[src/rtl/core/mck_pkg.sv]
// ----------------------------------------------------------------------------
// mck_pkg
// Shared types, constants and character tables for the Morse character keyer.
// ----------------------------------------------------------------------------
package mck_pkg;

  localparam int CHAR_W     = 8;
  localparam int UNIT_W     = 12;
  localparam int DUR_W      = 15;
  localparam int PAT_W      = 8;
  localparam int IDX_W      = 3;

  localparam logic [UNIT_W-1:0] DOT_TICKS_RESET = 12'd100;

  localparam logic [CHAR_W-1:0] CHAR_SPACE = 8'h20;
  localparam logic [CHAR_W-1:0] CHAR_A     = 8'h41;
  localparam logic [CHAR_W-1:0] CHAR_Z     = 8'h5A;
  localparam logic [CHAR_W-1:0] CHAR_0     = 8'h30;
  localparam logic [CHAR_W-1:0] CHAR_9     = 8'h39;

  // leading 1 marker, then elements MSB first: 1 = dash, 0 = dot
  localparam logic [PAT_W-1:0] LETTER_PAT [26] = '{
    8'd5,  8'd24, 8'd26, 8'd12, 8'd2,  8'd18, 8'd14, 8'd16, 8'd4,
    8'd23, 8'd13, 8'd20, 8'd7,  8'd6,  8'd15, 8'd22, 8'd29, 8'd10,
    8'd8,  8'd3,  8'd9,  8'd17, 8'd11, 8'd25, 8'd27, 8'd28
  };
  localparam logic [PAT_W-1:0] DIGIT_PAT [10] = '{
    8'd63, 8'd47, 8'd39, 8'd35, 8'd33, 8'd32, 8'd48, 8'd56, 8'd60, 8'd62
  };

  typedef enum logic [1:0] {
    SEG_GAP,    // off, 3 units (letter gap)
    SEG_ELEM,   // on, 1 or 3 units
    SEG_OFF,    // off, 1 unit
    SEG_SPACE   // off, 7 units (word gap)
  } seg_kind_t;

  typedef struct packed {
    logic      load;
    logic      push;
    seg_kind_t seg_kind;
    logic      seg_last;
    logic      set_gap;
    logic      clr_gap;
    logic      step_idx;
  } mck_cmd_t;

  typedef struct packed {
    logic is_sym;
    logic is_space;
    logic eot;
    logic gap_pending;
    logic idx_zero;
    logic out_free;
  } mck_status_t;

  function automatic logic [PAT_W-1:0] sym_pattern(input logic [CHAR_W-1:0] ch);
    logic [CHAR_W-1:0] ofs_l;
    logic [CHAR_W-1:0] ofs_d;
    logic [PAT_W-1:0]  pat;
    ofs_l = ch - CHAR_A;
    ofs_d = ch - CHAR_0;
    pat   = '0;
    if (ch >= CHAR_A && ch <= CHAR_Z) begin
      pat = LETTER_PAT[ofs_l[4:0]];
    end else if (ch >= CHAR_0 && ch <= CHAR_9) begin
      pat = DIGIT_PAT[ofs_d[3:0]];
    end
    return pat;
  endfunction

  // index of the first element below the marker bit
  function automatic logic [IDX_W-1:0] first_index(input logic [PAT_W-1:0] pat);
    logic [IDX_W-1:0] idx;
    idx = '0;
    priority if (pat[7]) idx = 3'd6;
    else if (pat[6])     idx = 3'd5;
    else if (pat[5])     idx = 3'd4;
    else if (pat[4])     idx = 3'd3;
    else if (pat[3])     idx = 3'd2;
    else if (pat[2])     idx = 3'd1;
    else                 idx = 3'd0;
    return idx;
  endfunction

endpackage

[src/rtl/core/mck_channels.sv]
// ----------------------------------------------------------------------------
// mck channels
// Valid/ready channel interfaces: characters in, key segments out, unit config.
// ----------------------------------------------------------------------------
interface mck_char_if;
  logic       valid;
  logic       ready;
  logic [7:0] char_code;
  logic       end_of_text;
  modport source (output valid, char_code, end_of_text, input ready);
  modport sink   (input valid, char_code, end_of_text, output ready);
endinterface

interface mck_seg_if;
  logic        valid;
  logic        ready;
  logic        key_on;
  logic [14:0] duration;
  logic        last;
  modport source (output valid, key_on, duration, last, input ready);
  modport sink   (input valid, key_on, duration, last, output ready);
endinterface

interface mck_cfg_if;
  logic        valid;
  logic        ready;
  logic [11:0] dot_ticks;
  modport source (output valid, dot_ticks, input ready);
  modport sink   (input valid, dot_ticks, output ready);
endinterface

[src/rtl/core/morse_character_keyer.sv]
// ----------------------------------------------------------------------------
// morse_character_keyer
// Turns ASCII characters into timed Morse key segments.
// ----------------------------------------------------------------------------
// One character is taken at a time on chars; A-Z and 0-9 become dot (on 1,
// off 1 unit) and dash (on 3, off 1) segments, a space gives a 7-unit word
// gap, and the 3-unit letter gap is emitted only ahead of the next symbol or
// when end_of_text is set. Other codes produce nothing. Segments leave on segs
// one beat per cycle while segs is ready, via a single output register; last
// marks the final beat of a character. After ST_IDLE loads a character and
// ST_DECIDE decodes it, up to 12 segments follow, one per cycle unless segs
// stalls. Write unit length on cfg while idle; the block does not enforce it.
// ----------------------------------------------------------------------------
module morse_character_keyer
  import mck_pkg::*;
(
  input  logic      clk,
  input  logic      rst,
  mck_cfg_if.sink   cfg,
  mck_char_if.sink  chars,
  mck_seg_if.source segs
);

  mck_cmd_t    cmd;
  mck_status_t status;
  logic        in_ready;

  assign chars.ready = in_ready;

  mck_ctrl u_ctrl (
    .clk      (clk),
    .rst      (rst),
    .in_valid (chars.valid),
    .in_ready (in_ready),
    .status   (status),
    .cmd      (cmd)
  );

  mck_datapath u_datapath (
    .clk         (clk),
    .rst         (rst),
    .char_code   (chars.char_code),
    .end_of_text (chars.end_of_text),
    .cfg         (cfg),
    .segs        (segs),
    .cmd         (cmd),
    .status      (status)
  );

endmodule

[src/rtl/core/mck_ctrl.sv]
// ----------------------------------------------------------------------------
// mck_ctrl
// Sequencer: walks gap, elements, word gap and flush for one character.
// ----------------------------------------------------------------------------
module mck_ctrl
  import mck_pkg::*;
(
  input  logic        clk,
  input  logic        rst,
  input  logic        in_valid,
  output logic        in_ready,
  input  mck_status_t status,
  output mck_cmd_t    cmd
);

  typedef enum logic [2:0] {
    ST_IDLE,
    ST_DECIDE,
    ST_GAP,
    ST_ON,
    ST_OFF,
    ST_SPACE,
    ST_FLUSH
  } state_t;

  state_t state;
  state_t state_next;

  assign in_ready = (state == ST_IDLE);

  always_comb begin
    cmd        = '0;
    cmd.seg_kind = SEG_OFF;
    state_next = state;
    unique case (state)
      ST_IDLE: begin
        if (in_valid) begin
          cmd.load   = 1'b1;
          state_next = ST_DECIDE;
        end
      end
      ST_DECIDE: begin
        priority if (status.is_sym) begin
          state_next = status.gap_pending ? ST_GAP : ST_ON;
        end else if (status.is_space) begin
          state_next = ST_SPACE;
        end else if (status.eot && status.gap_pending) begin
          state_next = ST_FLUSH;
        end else begin
          state_next = ST_IDLE;
        end
      end
      ST_GAP: begin
        if (status.out_free) begin
          cmd.push     = 1'b1;
          cmd.seg_kind = SEG_GAP;
          state_next   = ST_ON;
        end
      end
      ST_ON: begin
        if (status.out_free) begin
          cmd.push     = 1'b1;
          cmd.seg_kind = SEG_ELEM;
          state_next   = ST_OFF;
        end
      end
      ST_OFF: begin
        if (status.out_free) begin
          cmd.push     = 1'b1;
          cmd.seg_kind = SEG_OFF;
          if (status.idx_zero) begin
            // letter done: owe a letter gap, flush it now at end of text
            cmd.set_gap  = 1'b1;
            cmd.seg_last = !status.eot;
            state_next   = status.eot ? ST_FLUSH : ST_IDLE;
          end else begin
            cmd.step_idx = 1'b1;
            state_next   = ST_ON;
          end
        end
      end
      ST_SPACE: begin
        if (status.out_free) begin
          cmd.push     = 1'b1;
          cmd.seg_kind = SEG_SPACE;
          cmd.seg_last = 1'b1;
          cmd.clr_gap  = 1'b1;
          state_next   = ST_IDLE;
        end
      end
      ST_FLUSH: begin
        if (status.out_free) begin
          cmd.push     = 1'b1;
          cmd.seg_kind = SEG_GAP;
          cmd.seg_last = 1'b1;
          cmd.clr_gap  = 1'b1;
          state_next   = ST_IDLE;
        end
      end
      default: begin
        state_next = ST_IDLE;
      end
    endcase
  end

  always_ff @(posedge clk) begin
    if (rst) begin
      state <= ST_IDLE;
    end else begin
      state <= state_next;
    end
  end

endmodule

[src/rtl/core/mck_datapath.sv]
// ----------------------------------------------------------------------------
// mck_datapath
// Character decode, element index, gap flag, unit register and output beat.
// ----------------------------------------------------------------------------
module mck_datapath
  import mck_pkg::*;
(
  input  logic              clk,
  input  logic              rst,
  input  logic [CHAR_W-1:0] char_code,
  input  logic              end_of_text,
  mck_cfg_if.sink           cfg,
  mck_seg_if.source         segs,
  input  mck_cmd_t          cmd,
  output mck_status_t       status
);

  logic [UNIT_W-1:0] dot_ticks;
  logic [PAT_W-1:0]  pat;
  logic [IDX_W-1:0]  idx;
  logic              is_sym;
  logic              is_space;
  logic              eot;
  logic              gap_pending;

  logic              out_valid;
  logic              out_key_on;
  logic [DUR_W-1:0]  out_duration;
  logic              out_last;

  logic [PAT_W-1:0]  in_pat;
  logic [UNIT_W-1:0] unit;
  logic [DUR_W-1:0]  dur1;
  logic [DUR_W-1:0]  dur3;
  logic [DUR_W-1:0]  dur7;
  logic [DUR_W-1:0]  seg_dur;

  assign cfg.ready = 1'b1;
  assign in_pat    = sym_pattern(char_code);

  // zero unit counts as one tick
  assign unit = (dot_ticks == '0) ? UNIT_W'(1) : dot_ticks;
  assign dur1 = DUR_W'(unit);
  assign dur3 = dur1 + (dur1 << 1);
  assign dur7 = (dur1 << 3) - dur1;

  always_comb begin
    unique case (cmd.seg_kind)
      SEG_GAP:   seg_dur = dur3;
      SEG_ELEM:  seg_dur = pat[idx] ? dur3 : dur1;
      SEG_OFF:   seg_dur = dur1;
      SEG_SPACE: seg_dur = dur7;
      default:   seg_dur = dur1;
    endcase
  end

  always_ff @(posedge clk) begin
    if (rst) begin
      dot_ticks   <= DOT_TICKS_RESET;
      gap_pending <= 1'b0;
      out_valid   <= 1'b0;
    end else begin
      if (cfg.valid) begin
        dot_ticks <= cfg.dot_ticks;
      end
      if (cmd.set_gap) begin
        gap_pending <= 1'b1;
      end else if (cmd.clr_gap) begin
        gap_pending <= 1'b0;
      end
      if (cmd.push) begin
        out_valid <= 1'b1;
      end else if (segs.ready) begin
        out_valid <= 1'b0;
      end
    end
  end

  always_ff @(posedge clk) begin
    if (cmd.load) begin
      pat      <= in_pat;
      idx      <= first_index(in_pat);
      is_sym   <= (in_pat != '0);
      is_space <= (char_code == CHAR_SPACE);
      eot      <= end_of_text;
    end else if (cmd.step_idx) begin
      idx <= idx - IDX_W'(1);
    end
    if (cmd.push) begin
      out_key_on   <= (cmd.seg_kind == SEG_ELEM);
      out_duration <= seg_dur;
      out_last     <= cmd.seg_last;
    end
  end

  assign segs.valid    = out_valid;
  assign segs.key_on   = out_key_on;
  assign segs.duration = out_duration;
  assign segs.last     = out_last;

  assign status.is_sym      = is_sym;
  assign status.is_space    = is_space;
  assign status.eot         = eot;
  assign status.gap_pending = gap_pending;
  assign status.idx_zero    = (idx == '0);
  assign status.out_free    = !out_valid || segs.ready;

endmodule
[src/flat_wrapper.sv]
// flat-port wrapper written by rule: the top's interface ports become plain ports
module morse_character_keyer_flat import mck_pkg::*;
  (clk, rst, cfg_valid, cfg_dot_ticks, cfg_ready, chars_valid, chars_char_code, chars_end_of_text, chars_ready, segs_valid, segs_key_on, segs_duration, segs_last, segs_ready);
  mck_cfg_if cfg_i ();
  mck_char_if chars_i ();
  mck_seg_if segs_i ();
  input  logic clk;
  input  logic rst;
  input wire logic [$bits(cfg_i.valid)-1:0] cfg_valid;
  input wire logic [$bits(cfg_i.dot_ticks)-1:0] cfg_dot_ticks;
  output wire logic [$bits(cfg_i.ready)-1:0] cfg_ready;
  input wire logic [$bits(chars_i.valid)-1:0] chars_valid;
  input wire logic [$bits(chars_i.char_code)-1:0] chars_char_code;
  input wire logic [$bits(chars_i.end_of_text)-1:0] chars_end_of_text;
  output wire logic [$bits(chars_i.ready)-1:0] chars_ready;
  output wire logic [$bits(segs_i.valid)-1:0] segs_valid;
  output wire logic [$bits(segs_i.key_on)-1:0] segs_key_on;
  output wire logic [$bits(segs_i.duration)-1:0] segs_duration;
  output wire logic [$bits(segs_i.last)-1:0] segs_last;
  input wire logic [$bits(segs_i.ready)-1:0] segs_ready;
  assign cfg_i.valid = cfg_valid;
  assign cfg_i.dot_ticks = cfg_dot_ticks;
  assign cfg_ready = cfg_i.ready;
  assign chars_i.valid = chars_valid;
  assign chars_i.char_code = chars_char_code;
  assign chars_i.end_of_text = chars_end_of_text;
  assign chars_ready = chars_i.ready;
  assign segs_valid = segs_i.valid;
  assign segs_key_on = segs_i.key_on;
  assign segs_duration = segs_i.duration;
  assign segs_last = segs_i.last;
  assign segs_i.ready = segs_ready;
  morse_character_keyer u_core (.clk(clk), .rst(rst), .cfg(cfg_i), .chars(chars_i), .segs(segs_i));
endmodule
[config.mk]
export PLATFORM = sky130hd
export DESIGN_NAME = morse_character_keyer_flat
export DESIGN_NICKNAME = d
export VERILOG_FILES = /design/src/rtl/core/mck_pkg.sv /design/src/rtl/core/mck_channels.sv /design/src/rtl/core/morse_character_keyer.sv /design/src/rtl/core/mck_ctrl.sv /design/src/rtl/core/mck_datapath.sv /design/src/flat_wrapper.sv
export SDC_FILE = /design/constraint.sdc
export NUM_CORES = 1
export LEC_CHECK = 0
export BUFFER_PORTS_ARGS = -buffer_cell sky130_fd_sc_hd__buf_2
export CORE_ASPECT_RATIO = 0.7
export CORE_MARGIN = 2
export CORE_UTILIZATION = 35
export DETAILED_ROUTE_END_ITERATION = 16
export PLACE_DENSITY = 0.52
export SYNTH_ARGS = -nofsm -noshare
export SYNTH_HDL_FRONTEND = slang
export SYNTH_SLANG_ARGS = --single-unit
[constraint.sdc]
create_clock -name clk -period 4.1 [get_ports clk]
set_clock_uncertainty 0.05 [all_clocks]
set_input_delay 0.41 -clock clk [delete_from_list [all_inputs] [get_ports clk]]
set_output_delay 0.41 -clock clk [all_outputs]
set_load 0.02 [all_outputs]
==> metrics.md <==
| Metric | Value |
|---|---|
| WP data required | `4.06 ns` |
| CP Max Fanout | `5` |
| Worst EP arrival | `3.77 ns` |
| Pre-CTS setup slack | `0.2423 ns` |
| Sw Share | `0.4004` |
| Worst path most repeated cell | `nand2_1` |
| WL per Instance | `16.05 microns` |
| Clk root buf | `clkbuf_16` |
| Max Cap Viol | `0` |
| ANT cells | `0` |
| P_leak | `1.868 nW` |
| Count of different cell masters after synthesis | `69` |
| R2R Path Start | `u_core.u_datapath.dot_ticks[9]$_SDFFE_PP0P_` |
| RSZ-0062 raised after global routing | `no` |
| Clk slew on worst S/H paths | `0.06 ns` |
| Top-Level Pins | `46` |
| Worst-case hold slack | `0.2466 ns` |
| Crit-path cells | `inv_1 > ha_1 > and4_1 > nand2_1 > nand2_1 > inv_1 > fa_1 > a211oi_1 > o21bai_1 > maj3_1 > a211oi_1 > nor4_1 > xor2_1 > nand2_1 > o221ai_1` |
| Startpoint types | `flip-flop` |
| Synth area leaders | `edfxtp_1, ha_1, dfxtp_1, a21oi_1, nand2_1` |
| M3 GR Usage | `0.04499` |
| Hold-critical path depth | `1` |
| Final Setup Violations | `0` |
| Synth warnings | `0` |
| Row count | `32` |
| Top FF cell, synth | `edfxtp_1` |
| Slew headroom | `0.6058` |
| Max clock buf depth | `2` |
| Share of cells above drive strength 1 | `0.1498` |
| Combinational Power Share | `0.430` |
| R2R depth | `15` |
| Met2 usage | `0.2404` |
| Slew Limit Fails | `0` |
| Die area | `12220 sq um` |
| Initial Utilization | `0.3591` |
| Critical Path Max Stage Delay | `0.48 ns` |
| Setup WS post-layout | `0.2898 ns` |
| Drt via density | `5.460` |
| Global route overflow | `0` |
| Crit path launch | `u_core.u_datapath.dot_ticks[9]$_SDFFE_PP0P_` |
| Final net count | `568` |
| Clk Latency, worst-skew pair | `0.29 ns` |
| Synth Area per Inst | `8.234 sq um` |
| Pwr Density | `463.7 nW/um^2` |
| Crit. End Element | `flip-flop` |
| Kind of critical path | `flip-flop to flip-flop` |
| Chip width | `131.3 microns` |
| Num CTS Buffers | `5` |
| Clk network pwr share | `0.197` |
| Synth Cell Area | `3969 sq um` |
| Worst path top cell family by delay | `adder cells` |
| DRC violations left | `0` |
| Peak VDD IR | `0.0002365 V` |
| Final period util | `0.9293` |
| Area growth from synthesis to layout | `13.15%` |
| Most frequent cell after synthesis | `nand2_1` |
| Synth Register Bits | `46` |
| CTS sink cnt | `46` |
| Hold Path Class | `primary input to flip-flop` |
| Sw power | `0.8336 mW` |
| Most frequent cells after synthesis | `nand2_1, a21oi_1, nor2_1, edfxtp_1, ha_1` |
| GR Util All Layers | `0.1798` |
| Sequential power share | `0.373` |
| H-tree Lvls | `2` |
| Post-synth EDFFs | `29` |
| Global-route wire length before repair | `17.73 mm` |
| Synth Instances | `482` |
| Post-synthesis sequential area ratio | `0.3052` |
| Leading area contributor after synthesis | `edfxtp_1` |
| Hold path start | `chars_end_of_text` |
| Setup_tns | `0 ns` |
| Syn nets | `537` |
| Setup slack, reg-to-reg | `0.29 ns` |
| Post-synthesis async set-or-reset flop share | `0` |
| Worst r2r dst | `u_core.u_datapath.segs.duration[9]$_DFFE_PP_` |
| Gr busiest metal | `met1` |
| Detailed Place HPWL | `8.145 mm` |
| Die Height | `93.10 microns` |
| Worst hold endpoint | `u_core.u_datapath.eot$_DFFE_PP_` |
| Core area | `11050 sq um` |
| Detail Route Antenna Nets | `0` |
| Grt met1 use | `0.2838` |
| Initial antenna violation count | `0` |
| Vias in the first global route | `3361` |
| Drt pass-1 iters | `5` |
| Period minus WS final | `3.810 ns` |
| FMAX | `262.5 MHz` |
| Post-synth top area share | `0.2194` |
| Status | `finished, final reports clean` |
| CP max-delay cell | `fa_1` |
| CP Buf/Inv Count | `2` |
| Largest net degree at the start of global routing | `27` |
| CTS Hold Buffers Added | `0` |
| Power Internal | `1.248 mW` |
| Starting DRT DRC Count | `300` |
| Routed via count | `3642` |
| Final Hold Vio Count | `0` |
| Count of input and output buffers | `44` |
| Worst slew pin tran | `0.5850 ns` |
| Aggregate routed wire length | `10.70 mm` |
| CTS tree | `done` |
| Gp weighted congestion | `0.8943` |
==> power by group through the flow <==
stage                     Clock [mW]  Combinational, mW  Sequential [mW]
after floorplan                    0              0.599            0.821
after global placement             0              0.882            0.784
after detailed placement           0              0.889            0.789
after CTS                      0.419              0.893            0.779
after global routing           0.439              0.989            0.800
final                          0.410              0.895            0.778
==> per-layer routing <==
metal | up-vias | part of all wire | routed length [microns]
li1 | 1824 | - | -
met1 | 1664 | 0.53 | 5722
met2 | 146 | 0.37 | 3957
met3 | 8 | 0.085 | 914
met4 | 0 | 0.010 | 110
met5 | - | 0 | 0
==> metrics by stage <==
stage                       util  total power [mW]  instance area (sq um)  instances
after CTS                 0.4055             2.091                   4481        667
after floorplan                -             1.420                   3970        482
final                     0.4064             2.082                   4491        667
after global placement    0.3921             1.665                   4333        659
after detailed placement  0.3921             1.678                   4333        659
after global routing      0.4064             2.228                   4491        667
==> flip-flops by register name, summed over array words and instances, names as in the netlist <==
name                             count
u_core.u_datapath.segs.duration     15
u_core.u_datapath.dot_ticks         12
u_core.u_datapath.pat                6
u_core.u_ctrl.state                  3
u_core.u_datapath.idx                3
u_core.u_datapath.eot                1
u_core.u_datapath.gap_pending        1
u_core.u_datapath.is_space           1
u_core.u_datapath.is_sym             1
u_core.u_datapath.segs.key_on        1
u_core.u_datapath.segs.last          1
u_core.u_datapath.segs.valid         1
==> worst reg2reg max path, stage by stage, from the launching register on <==
cell	delay, ns
dfxtp_1	0.31
inv_1	0.16
ha_1	0.20
and4_1	0.29
nand2_1	0.12
nand2_1	0.18
inv_1	0.13
fa_1	0.48
a211oi_1	0.29
o21bai_1	0.12
maj3_1	0.40
a211oi_1	0.34
nor4_1	0.11
xor2_1	0.15
nand2_1	0.11
o221ai_1	0.11
==> cells in the final DEF (no fill, tap or decap), types with 10 or more instances in the layout <==
master,Yosys,routed
xnor2_1,13,13
edfxtp_1,29,29
nand2b_1,10,10
inv_1,27,27
nor3_1,12,12
nor2_1,39,39
mux2i_1,11,11
nand3_1,14,14
nand2_1,49,49
ha_1,28,28
buf_4,2,11
dfxtp_1,17,16
a21oi_1,42,42
xor2_1,14,14
nor2b_1,11,11
buf_2,1,44
o21ai_0,25,25
==> worst max-delay path by stage <==
stage          slack (ns)                                             to  cells past startpoint
2_1_floorplan        0.05  u_core.u_datapath.segs.duration[10]$_DFFE_PP_                     18
3_3_place_gp         0.29  u_core.u_datapath.segs.duration[13]$_DFFE_PP_                     15
3_5_place_dp         0.24  u_core.u_datapath.segs.duration[10]$_DFFE_PP_                     16
4_1_cts              0.21  u_core.u_datapath.segs.duration[10]$_DFFE_PP_                     16
5_1_grt             0.001   u_core.u_datapath.segs.duration[9]$_DFFE_PP_                     15
6_report             0.29   u_core.u_datapath.segs.duration[9]$_DFFE_PP_                     15
==> area by class of cell <==
type | count | area, sq um
clock buffer | 7 | 142.6
clock inverter | 1 | 5.005
sequential | 46 | 1212
fill | 1162 | 6560
multi-input combinational | 377 | 2524
timing repair buffer | 56 | 314.1
inverter | 27 | 101.3
tap | 153 | 191.4
==> logic make-up (layout without fill, tap and decap cells) <==
logic type               Yosys count  in the layout  synth area share
XOR/XNOR                          27             27           0.05958
multiplexers                      12             12           0.03342
AND/OR/NAND/NOR                  158            158            0.1933
adder cells (fa/ha/maj)           31             31           0.09868
AO/OA/AOI/OAI                    148            148            0.2487
flip-flops                        46             46            0.3052
other                              1              1         0.0009449
buffers and inverters             59             91           0.06021
==> repair_timing <==
action                     CTS  global route
gates resized for setup      0             3
setup endpoints to repair    0             5
buffers inserted             0             0
(Power assumes the default switching activity.)
